## src/rtl/core/i2c_master_transfer_sequencer_macros.svh

```systemverilog
// Assertion helpers shared by the RTL.
`ifndef I2C_MASTER_TRANSFER_SEQUENCER_MACROS_SVH
`define I2C_MASTER_TRANSFER_SEQUENCER_MACROS_SVH

`ifndef ASSERT_OFF

// Clocked property, skipped while reset is asserted.
`define I2CMTS_ASSERT(label, clk, rst_n, prop) \
  label: assert property (@(posedge clk) disable iff (!rst_n) (prop)) \
    else $error("i2cmts assertion failed");

// Condition that must never be seen at a clock edge.
`define I2CMTS_ASSERT_NEVER(label, clk, rst_n, cond) \
  label: assert property (@(posedge clk) disable iff (!rst_n) !(cond)) \
    else $error("i2cmts forbidden condition seen");

`else

`define I2CMTS_ASSERT(label, clk, rst_n, prop)
`define I2CMTS_ASSERT_NEVER(label, clk, rst_n, cond)

`endif

`endif

```

## src/rtl/core/i2cmts_pkg.sv

```systemverilog
`timescale 1ns / 1ps

package i2cmts_pkg;

  localparam int unsigned COUNT_BITS_DEFAULT = 16;

  // request opcodes
  localparam logic [1:0] OP_START_TX = 2'd0;
  localparam logic [1:0] OP_START_RX = 2'd1;
  localparam logic [1:0] OP_EVENT    = 2'd2;
  localparam logic [1:0] OP_ERROR    = 2'd3;

  // sequencer mode
  localparam logic [1:0] MODE_IDLE = 2'd0;
  localparam logic [1:0] MODE_TX   = 2'd1;
  localparam logic [1:0] MODE_RX   = 2'd2;

  // request status
  localparam logic [1:0] STATUS_OK       = 2'd0;
  localparam logic [1:0] STATUS_ZERO_LEN = 2'd1;
  localparam logic [1:0] STATUS_BUSY     = 2'd2;
  localparam logic [1:0] STATUS_NONE     = 2'd3;

  // bus actions
  localparam logic [2:0] ACT_NONE       = 3'd0;
  localparam logic [2:0] ACT_START      = 3'd1;
  localparam logic [2:0] ACT_WRITE_DR   = 3'd2;
  localparam logic [2:0] ACT_CLEAR_ADDR = 3'd3;
  localparam logic [2:0] ACT_STORED     = 3'd4;
  localparam logic [2:0] ACT_IRQ_OFF    = 3'd5;

  // completion codes
  localparam logic [1:0] DONE_NONE  = 2'd0;
  localparam logic [1:0] DONE_TX    = 2'd1;
  localparam logic [1:0] DONE_RX    = 2'd2;
  localparam logic [1:0] DONE_ABORT = 2'd3;

  typedef struct packed {
    logic [1:0]  opcode;
    logic [6:0]  slave_address;
    logic [15:0] transfer_length;
    logic        flag_start_sent;
    logic        flag_address_done;
    logic        flag_tx_empty;
    logic        flag_byte_finished;
    logic        flag_rx_full;
    logic [7:0]  tx_byte;
    logic [7:0]  rx_byte;
  } item_t;

  typedef struct packed {
    logic [1:0]  request_status;
    logic [2:0]  bus_action;
    logic [7:0]  data_out;
    logic        stop_request;
    logic        ack_now;
    logic        irq_now;
    logic [7:0]  stored_byte;
    logic [15:0] byte_position;
    logic [1:0]  completion;
    logic [1:0]  mode_now;
  } result_t;

endpackage

```

## src/rtl/core/i2cmts_core.sv

```systemverilog
`timescale 1ns / 1ps
`include "i2c_master_transfer_sequencer_macros.svh"

// Transfer state and the per-item decision logic. State advances on fire_i.
module i2cmts_core import i2cmts_pkg::*; #(
  parameter int unsigned COUNT_BITS = COUNT_BITS_DEFAULT
) (
  input  logic    clk_i,
  input  logic    rst_ni,
  input  logic    fire_i,
  input  item_t   item_i,
  output result_t result_o
);

  logic [1:0]            mode_q, mode_d;
  logic [COUNT_BITS-1:0] total_q, total_d;
  logic [COUNT_BITS-1:0] index_q, index_d;
  logic [7:0]            addr_byte_q, addr_byte_d;
  logic                  ack_q, ack_d;
  logic                  irq_q, irq_d;

  logic [COUNT_BITS-1:0] len;
  logic [COUNT_BITS:0]   idx_inc;
  logic                  bytes_left;
  result_t               res;

  assign len        = item_i.transfer_length[COUNT_BITS-1:0];
  assign idx_inc    = {1'b0, index_q} + {{COUNT_BITS{1'b0}}, 1'b1};
  assign bytes_left = index_q < total_q;

  always_comb begin
    mode_d      = mode_q;
    total_d     = total_q;
    index_d     = index_q;
    addr_byte_d = addr_byte_q;
    ack_d       = ack_q;
    irq_d       = irq_q;

    res                = '0;
    res.request_status = STATUS_NONE;
    res.bus_action     = ACT_NONE;
    res.completion     = DONE_NONE;

    case (item_i.opcode)
      OP_START_TX, OP_START_RX: begin
        if (len == '0) begin
          res.request_status = STATUS_ZERO_LEN;
        end else if (mode_q != MODE_IDLE) begin
          res.request_status = STATUS_BUSY;
        end else begin
          res.request_status = STATUS_OK;
          mode_d      = (item_i.opcode == OP_START_RX) ? MODE_RX : MODE_TX;
          total_d     = len;
          index_d     = '0;
          addr_byte_d = {item_i.slave_address, item_i.opcode[0]};
          if (item_i.opcode == OP_START_RX) begin
            ack_d = 1'b1;
          end
          irq_d          = 1'b1;
          res.bus_action = ACT_START;
        end
      end
      OP_EVENT: begin
        if (item_i.flag_start_sent) begin
          res.bus_action = ACT_WRITE_DR;
          res.data_out   = addr_byte_q;
        end else if (item_i.flag_address_done) begin
          res.bus_action = ACT_CLEAR_ADDR;
        end else if (item_i.flag_tx_empty && mode_q == MODE_TX && bytes_left) begin
          res.bus_action    = ACT_WRITE_DR;
          res.data_out      = item_i.tx_byte;
          res.byte_position = 16'(index_q);
          index_d           = idx_inc[COUNT_BITS-1:0];
        end else if (item_i.flag_byte_finished && mode_q == MODE_TX && !bytes_left) begin
          res.stop_request = 1'b1;
          irq_d            = 1'b0;
          mode_d           = MODE_IDLE;
          res.completion   = DONE_TX;
          res.bus_action   = ACT_IRQ_OFF;
        end else if (item_i.flag_rx_full && mode_q == MODE_RX) begin
          if (bytes_left) begin
            // last byte: NACK it and ask for stop before it is read
            if (idx_inc == {1'b0, total_q}) begin
              ack_d            = 1'b0;
              res.stop_request = 1'b1;
            end
            res.stored_byte   = item_i.rx_byte;
            res.byte_position = 16'(index_q);
            res.bus_action    = ACT_STORED;
            index_d           = idx_inc[COUNT_BITS-1:0];
            if (idx_inc[COUNT_BITS-1:0] >= total_q) begin
              irq_d          = 1'b0;
              mode_d         = MODE_IDLE;
              res.completion = DONE_RX;
            end
          end
        end else begin
          irq_d          = 1'b0;
          res.bus_action = ACT_IRQ_OFF;
        end
      end
      default: begin
        mode_d         = MODE_IDLE;
        irq_d          = 1'b0;
        res.completion = DONE_ABORT;
        res.bus_action = ACT_IRQ_OFF;
      end
    endcase

    res.ack_now  = ack_d;
    res.irq_now  = irq_d;
    res.mode_now = mode_d;
  end

  assign result_o = res;

  always_ff @(posedge clk_i or negedge rst_ni) begin
    if (!rst_ni) begin
      mode_q      <= MODE_IDLE;
      total_q     <= '0;
      index_q     <= '0;
      addr_byte_q <= '0;
      ack_q       <= 1'b0;
      irq_q       <= 1'b0;
    end else if (fire_i) begin
      mode_q      <= mode_d;
      total_q     <= total_d;
      index_q     <= index_d;
      addr_byte_q <= addr_byte_d;
      ack_q       <= ack_d;
      irq_q       <= irq_d;
    end
  end

  // byte index never runs past the programmed length while busy
  `I2CMTS_ASSERT(a_index_in_range, clk_i, rst_ni, (mode_q == MODE_IDLE) || (index_q <= total_q))
  // a busy transfer always has a nonzero length
  `I2CMTS_ASSERT_NEVER(a_busy_zero_len, clk_i, rst_ni, (mode_q != MODE_IDLE) && (total_q == '0))
  // an error event always leaves the sequencer idle with interrupts off
  `I2CMTS_ASSERT(a_error_aborts, clk_i, rst_ni,
                 (fire_i && item_i.opcode == OP_ERROR) |=> (mode_q == MODE_IDLE && !irq_q))
  // an accepted start request restarts the byte index
  `I2CMTS_ASSERT(a_start_clears_index, clk_i, rst_ni,
                 (fire_i && res.bus_action == ACT_START) |=> (index_q == '0))

endmodule

```

## src/rtl/core/i2c_master_transfer_sequencer.sv

```systemverilog
`timescale 1ns / 1ps
// Master I2C transfer sequencer, one result per accepted item.
// An item enters the input register at its transfer edge and its result is then offered
// from the result register. Throughput: one item per cycle while the output is not stalled,
// set by the single decision stage that updates the transfer state.
// Reset: asynchronous, active low; mode idle, counts, address, ACK and IRQ
// enables cleared, both pipeline registers empty.
module i2c_master_transfer_sequencer import i2cmts_pkg::*; #(
  parameter int unsigned COUNT_BITS = COUNT_BITS_DEFAULT
) (
  input  logic    clk_i,
  input  logic    rst_ni,
  input  logic    in_valid_i,
  output logic    in_stall_o,
  input  item_t   in_data_i,
  output logic    out_valid_o,
  input  logic    out_stall_i,
  output result_t out_data_o
);

  logic    s1_valid_q;
  item_t   s1_item_q;
  logic    out_valid_q;
  result_t out_q;
  result_t core_result;

  logic out_free;
  logic advance;
  logic in_fire;

  assign out_free   = !out_valid_q || !out_stall_i;
  assign advance    = s1_valid_q && out_free;
  assign in_stall_o = s1_valid_q && !out_free;
  assign in_fire    = in_valid_i && !in_stall_o;

  i2cmts_core #(
    .COUNT_BITS (COUNT_BITS)
  ) u_core (
    .clk_i    (clk_i),
    .rst_ni   (rst_ni),
    .fire_i   (advance),
    .item_i   (s1_item_q),
    .result_o (core_result)
  );

  always_ff @(posedge clk_i or negedge rst_ni) begin
    if (!rst_ni) begin
      s1_valid_q  <= 1'b0;
      out_valid_q <= 1'b0;
    end else begin
      if (in_fire) begin
        s1_valid_q <= 1'b1;
      end else if (advance) begin
        s1_valid_q <= 1'b0;
      end
      if (advance) begin
        out_valid_q <= 1'b1;
      end else if (!out_stall_i) begin
        out_valid_q <= 1'b0;
      end
    end
  end

  always_ff @(posedge clk_i) begin
    if (in_fire) begin
      s1_item_q <= in_data_i;
    end
    if (advance) begin
      out_q <= core_result;
    end
  end

  assign out_valid_o = out_valid_q;
  assign out_data_o  = out_q;

endmodule

```

## config.mk

```make
export PLATFORM = sky130hd
export DESIGN_NAME = i2c_master_transfer_sequencer
export DESIGN_NICKNAME = d
export VERILOG_FILES = /design/src/rtl/core/i2cmts_pkg.sv /design/src/rtl/core/i2cmts_core.sv /design/src/rtl/core/i2c_master_transfer_sequencer.sv
export VERILOG_INCLUDE_DIRS = /design/src /design/src/rtl/core
export SDC_FILE = /design/constraint.sdc
export NUM_CORES = 1
export LEC_CHECK = 0
export BUFFER_PORTS_ARGS = -buffer_cell sky130_fd_sc_hd__clkbuf_2
export CELL_PAD_IN_SITES_DETAIL_PLACEMENT = 1
export CELL_PAD_IN_SITES_GLOBAL_PLACEMENT = 2
export CORE_ASPECT_RATIO = 1.1
export CORE_MARGIN = 5
export CORE_UTILIZATION = 41
export CTS_CLUSTER_DIAMETER = 100
export CTS_CLUSTER_SIZE = 40
export DETAILED_ROUTE_END_ITERATION = 8
export GPL_TIMING_DRIVEN = 0
export PLACE_DENSITY_LB_ADDON = 0.1
export SYNTH_ARGS = -nofsm -noshare
export SYNTH_HDL_FRONTEND = slang
export SYNTH_SLANG_ARGS = --single-unit
```

## constraint.sdc

```tcl
create_clock -name clk_i -period 7 [get_ports clk_i]
set_input_delay 1.4 -clock clk_i [delete_from_list [all_inputs] [get_ports clk_i]]
set_output_delay 1.4 -clock clk_i [all_outputs]
set_load 0.05 [all_outputs]
```

## After elaboration in Yosys (flattened, before gate mapping)

Cells that the tools add are included.

| storage, ports and cells | value |
|---|---|
| bits in registers | 136 |
| bits of input ports | 50 |
| logic and storage cells | 150 |

| operators by class | value |
|---|---|
| add/subtract/negate cells | 1 |
| $lt $le $gt $ge | 2 |
| reductions and logical operators | 26 |
| bitwise operators | 6 |
| equal/unequal tests | 13 |
| multiplexer cells | 73 |

Operator list:

| cell | count |
|---|---|
| two-way mux 16 bit | 10 |
| two-way mux 18 bit | 2 |
| two-way mux 2 bit | 17 |
| one-hot mux 16 bit (2 select lines) | 1 |
| two-way mux 1 bit | 29 |
| two-way mux 3 bit | 6 |
| adder 16 x 1 -> 17 bit, second input constant | 1 |
| equality test 17 x 16 -> 1 bit | 1 |
| greater-or-equal comparator 16 bit | 1 |
| logical NOT 16 bit | 1 |
| < comparator 16 bit | 1 |
| two-way mux 11 bit | 1 |
| two-way mux 9 bit | 1 |
| AND reduction 9 bit | 1 |
| logical AND 1 bit | 8 |
| two-way mux 8 bit | 1 |
| inequality test 2 bit, second input constant | 4 |
| one-hot mux 2 bit (2 select lines) | 2 |
| OR reduction 7 bit | 1 |
| inequality test 3 x 1 -> 1 bit, second input constant | 2 |
| inverter 1 bit | 6 |
| one-hot mux 3 bit (2 select lines) | 1 |
| nonzero test 2 bit | 3 |
| logical NOT 1 bit | 5 |
| other kinds (11) | 15 |

## Depth between registers and ports, before layout

| logic depth | value |
|---|---|
| depth in word-level cells | 10 |
| depth in mapped cells | 15 |
| depth with buffers taken out | 14 |

## Hierarchy

Synthesis repeated with hierarchy kept, for this count alone.

| unflattened totals | value |
|---|---|
| cells, all modules | 484 |
| area total of the unflattened synthesis | 6271.0 µm² |

By module, submodules not included:

| module | cells each | area each (µm²) | instances | seq. area each (µm²) |
|---|---|---|---|---|
| i2cmts_core | 386 | 3475.8 | 1 | 1101.1 |
| i2c_master_transfer_sequencer | 98 | 2795.2 | 1 | 2752.6 |

## Worst setup path after synthesis

No wires, ideal clock.

| timing path | value |
|---|---|
| path type | input to register |
| start point | input out_stall_i |
| end point | register u_core.index_q[2] |
| data arrival time | 3.468 ns |
| stages | 7 |
| setup slack | 3.399 ns |
| library setup time | 0.133 ns |
| required time | 6.867 ns |
| path buffers | 0 |
| cell sequence | nand2_1 > nand2_1 > inv_1 > o221ai_2 > a211oi_4 > nand2_1 > mux2i_1 |

| between the ends | value |
|---|---|
| word-level cells in the longest chain between the ends | 4 |

RTL lines:

| what | line | source |
|---|---|---|
| start: declaration | i2c_master_transfer_sequencer.sv:17 | `input logic out_stall_i,` |
| logical NOT 1 bit | -- |  |
| logical OR 1 bit | i2c_master_transfer_sequencer.sv:31 | `assign out_free = !out_valid_q \|\| !out_stall_i;` |
| logical AND 1 bit | i2c_master_transfer_sequencer.sv:32 | `assign advance = s1_valid_q && out_free;` |
| net advance | i2c_master_transfer_sequencer.sv:28 | `logic advance;` |
| AND reduction 9 bit (no line) | -- |  |
| end signal: assignment | i2cmts_core.sv:128 | `index_q <= index_d;` |
| end: declaration | i2cmts_core.sv:17 | `logic [COUNT_BITS-1:0] index_q, index_d;` |

The timed path passes the listed nets, and every way through them passes these cells.
A chain may end at the register's enable or synchronous reset.

==> metrics <==
final hold vios 0; Resized cells post-CTS 0; area growth from synthesis to layout 21.0%; worst slack at placement 2.59 ns; CP Capture Type flip-flop; Worst EP required 7.14 ns; Hold WC Path Type reg2reg; Synth Cell Area 6260 um2; remaining antenna violation count 0; DR iter-0 viols 185; Port Buffer Count 95; CTS max path bufs 2; Placed Area 7030 um2; ys flop type edfxtp_1; Synth top area share 0.431; final period utilization 0.636; DRT Pass-1 Iters 4; Synth area leaders edfxtp_1 43%, dfrtp_1 18%, ha_1 6.6%; total grt overflow 0; clock-pin slew on the worst setup and hold paths 0.05 ns; antenna cells 0; critical path class reg2reg; Relative slew margins 0.201; Root Driver clkbuf_16; Final #Nets 712; Avg Synthesized Cell Area roughly 12 um2; DP Wirelength 11.0 mm; via count 4,270; Slew @ Worst Pin ~1.2 ns; first-pass GRT wire length 23.6 mm; Initial Util 0.416; vias in the first global route 4,518; CTS tree done; worst path arrival time between 4 and 5 ns; io pins 96; Warnings, synthesis 0; WL final between 10 and 15 mm; Max Slew Vio Count 0; Core Footprint 15,100 um2; Post-synth EDFFs 90; Finish-stage setup viols 0; CP Max Fanout 6; fin area 7580 um2; Distinct cells, synth 55; most frequent cells in the layout 96 x clkbuf_2, 90 x edfxtp_1, 71 x nand2_1; share of layout cells above drive strength 1 0.237; Post-Syn Instances 513; post-route DRC violation count 0; Worst setup SP type flip-flop; global-route usage over all layers 0.171; dominant cell type by area after synthesis edfxtp_1; cts-stage hold buffer count 0; Async SR Flop Fraction 0.338; DR vias/cell just over 5; outcome completed; P per Cell Area slightly above 300 nW/um2; Syn Nets a little under 600; RSZ-0062 raised after global routing false; largest net degree at the start of global routing 47; Die Footprint 17,900 um2; total clock sinks roughly 140; Power Total 2.31 mW; latest clock arrival within the worst-skew pair around 0.42 ns; Clock Skews 0.00666 ns; commonest non-fill, non-tap cell in the layout clkbuf_2; FP Rows 47; clock buffer count from CTS 17; WL per Instance 17.2 um; fin crit period 4.45 ns; max_cap viols 0; H-tree levels 4; Peak VDD IR 0.187 mV; Pleak 3.42 nW; initial antenna violation count 0; Seq cells post-synth 136; die width between 100 and 150 um; achievable frequency about 0.22 GHz; Final WS setup 2.55 ns; sequential area share after synthesis 0.615; RePlAce Congestion 0.875; setup TNS 0 ns; die height approximately 140 um; post-CTS setup buffer count 0
## kinds of logic after synthesis
logic type / Yosys count / synth area share
xor+xnor: 14 / 0.0232
compound gates: 96 / 0.0961
fa+ha+maj: 33 / 0.0659
simple gates: 181 / 0.159
buf+inv: 47 / 0.0304
flops: 136 / 0.615
mux: 6 / 0.0106
## synth_stat cells (all sizes together), types with 3 or more instances
library cell	number
nand2b	10
nand3b	3
edfxtp	90
buf	8
a21oi	25
nor2	20
xnor2	7
ha	33
nor4	8
and3	20
nand4	6
and2	10
nand3	13
clkbuf	10
a21o	5
inv	29
nor2b	6
a31oi	8
nand4b	7
xor2	7
nand2	72
a22oi	8
o21ai	37
mux2i	4
dfrtp	46
## final timing paths
kind,startpoint,to,slack (ns),cells after the start
setup / recovery,u_core.index_q[0],out_data_o[1],2.55,15
hold / removal,s1_item_q[42],u_core.addr_byte_q[6],0.44,2
setup reg to reg,u_core.index_q[0],out_data_o[1],2.55,15
hold reg to reg,s1_item_q[42],u_core.addr_byte_q[6],0.44,2
max in group asynchronous,rst_ni,u_core.ack_q,5.04,1
min in group asynchronous,rst_ni,u_core.total_q[1],1.23,1
## metal layers
metal	wire length (um)	GRT usage	vias to the layer above
met3	521	0.0360	17
met1	6640	0.223	2075
met4	197	0.0587	0
li1	-	-	2094
met5	0	0	-
met2	7060	0.282	84
## stage by stage
| stage | util | hold slack, ns | instances |
|---|---|---|---|
| floorplan | - | 0.415 | 513 |
| global placement | 0.464 | 0.423 | 804 |
| detailed placement | 0.467 | 0.428 | 806 |
| CTS | 0.503 | 0.443 | 837 |
| global route | 0.503 | 0.474 | 837 |
| finish | 0.503 | 0.438 | 837 |
## final cells by class
| class | count | area [um2] |
|---|---|---|
| well taps | 196 | 245 |
| flip-flops and latches | 136 | 3850 |
| plain buffers | 18 | 81.3 |
| multi-input cells | 330 | 2220 |
| repair buffers | 97 | 515 |
| inverters | 29 | 109 |
| clock buffers | 25 | 475 |
| clock inverters | 6 | 77.6 |
| fillers | 1637 | 7470 |
## power breakdown
part	switching (mW)	internal (mW)
Clock	0.307	0.537
Sequential	0.0531	0.980
Combinational	0.292	0.141
Total	0.652	1.66
## flip-flops by register name, summed over array words and instances, names as in the netlist
signal,flops
u_core.addr_byte_q,8
out_data_o,44
u_core.mode_q,2
u_core.ack_q,1
u_core.total_q,16
s1_valid_q,1
out_valid_o,1
u_core.irq_q,1
s1_item_q,46
u_core.index_q,16
## critical path: stages (launching register included)
cell	delay (ns)
dfrtp_1	0.48
ha_1	0.27
nand3_2	0.15
nor3_4	0.33
and4_1	0.23
buf_4	0.15
nand3_2	0.10
xnor2_2	0.16
ha_1	0.32
nand4_1	0.16
nor4_1	0.55
o21ai_0	0.25
o211ai_1	0.32
a21oi_1	0.15
o41ai_1	0.42
nand3_1	0.14
Note: power is estimated with default switching activity, not from simulation.
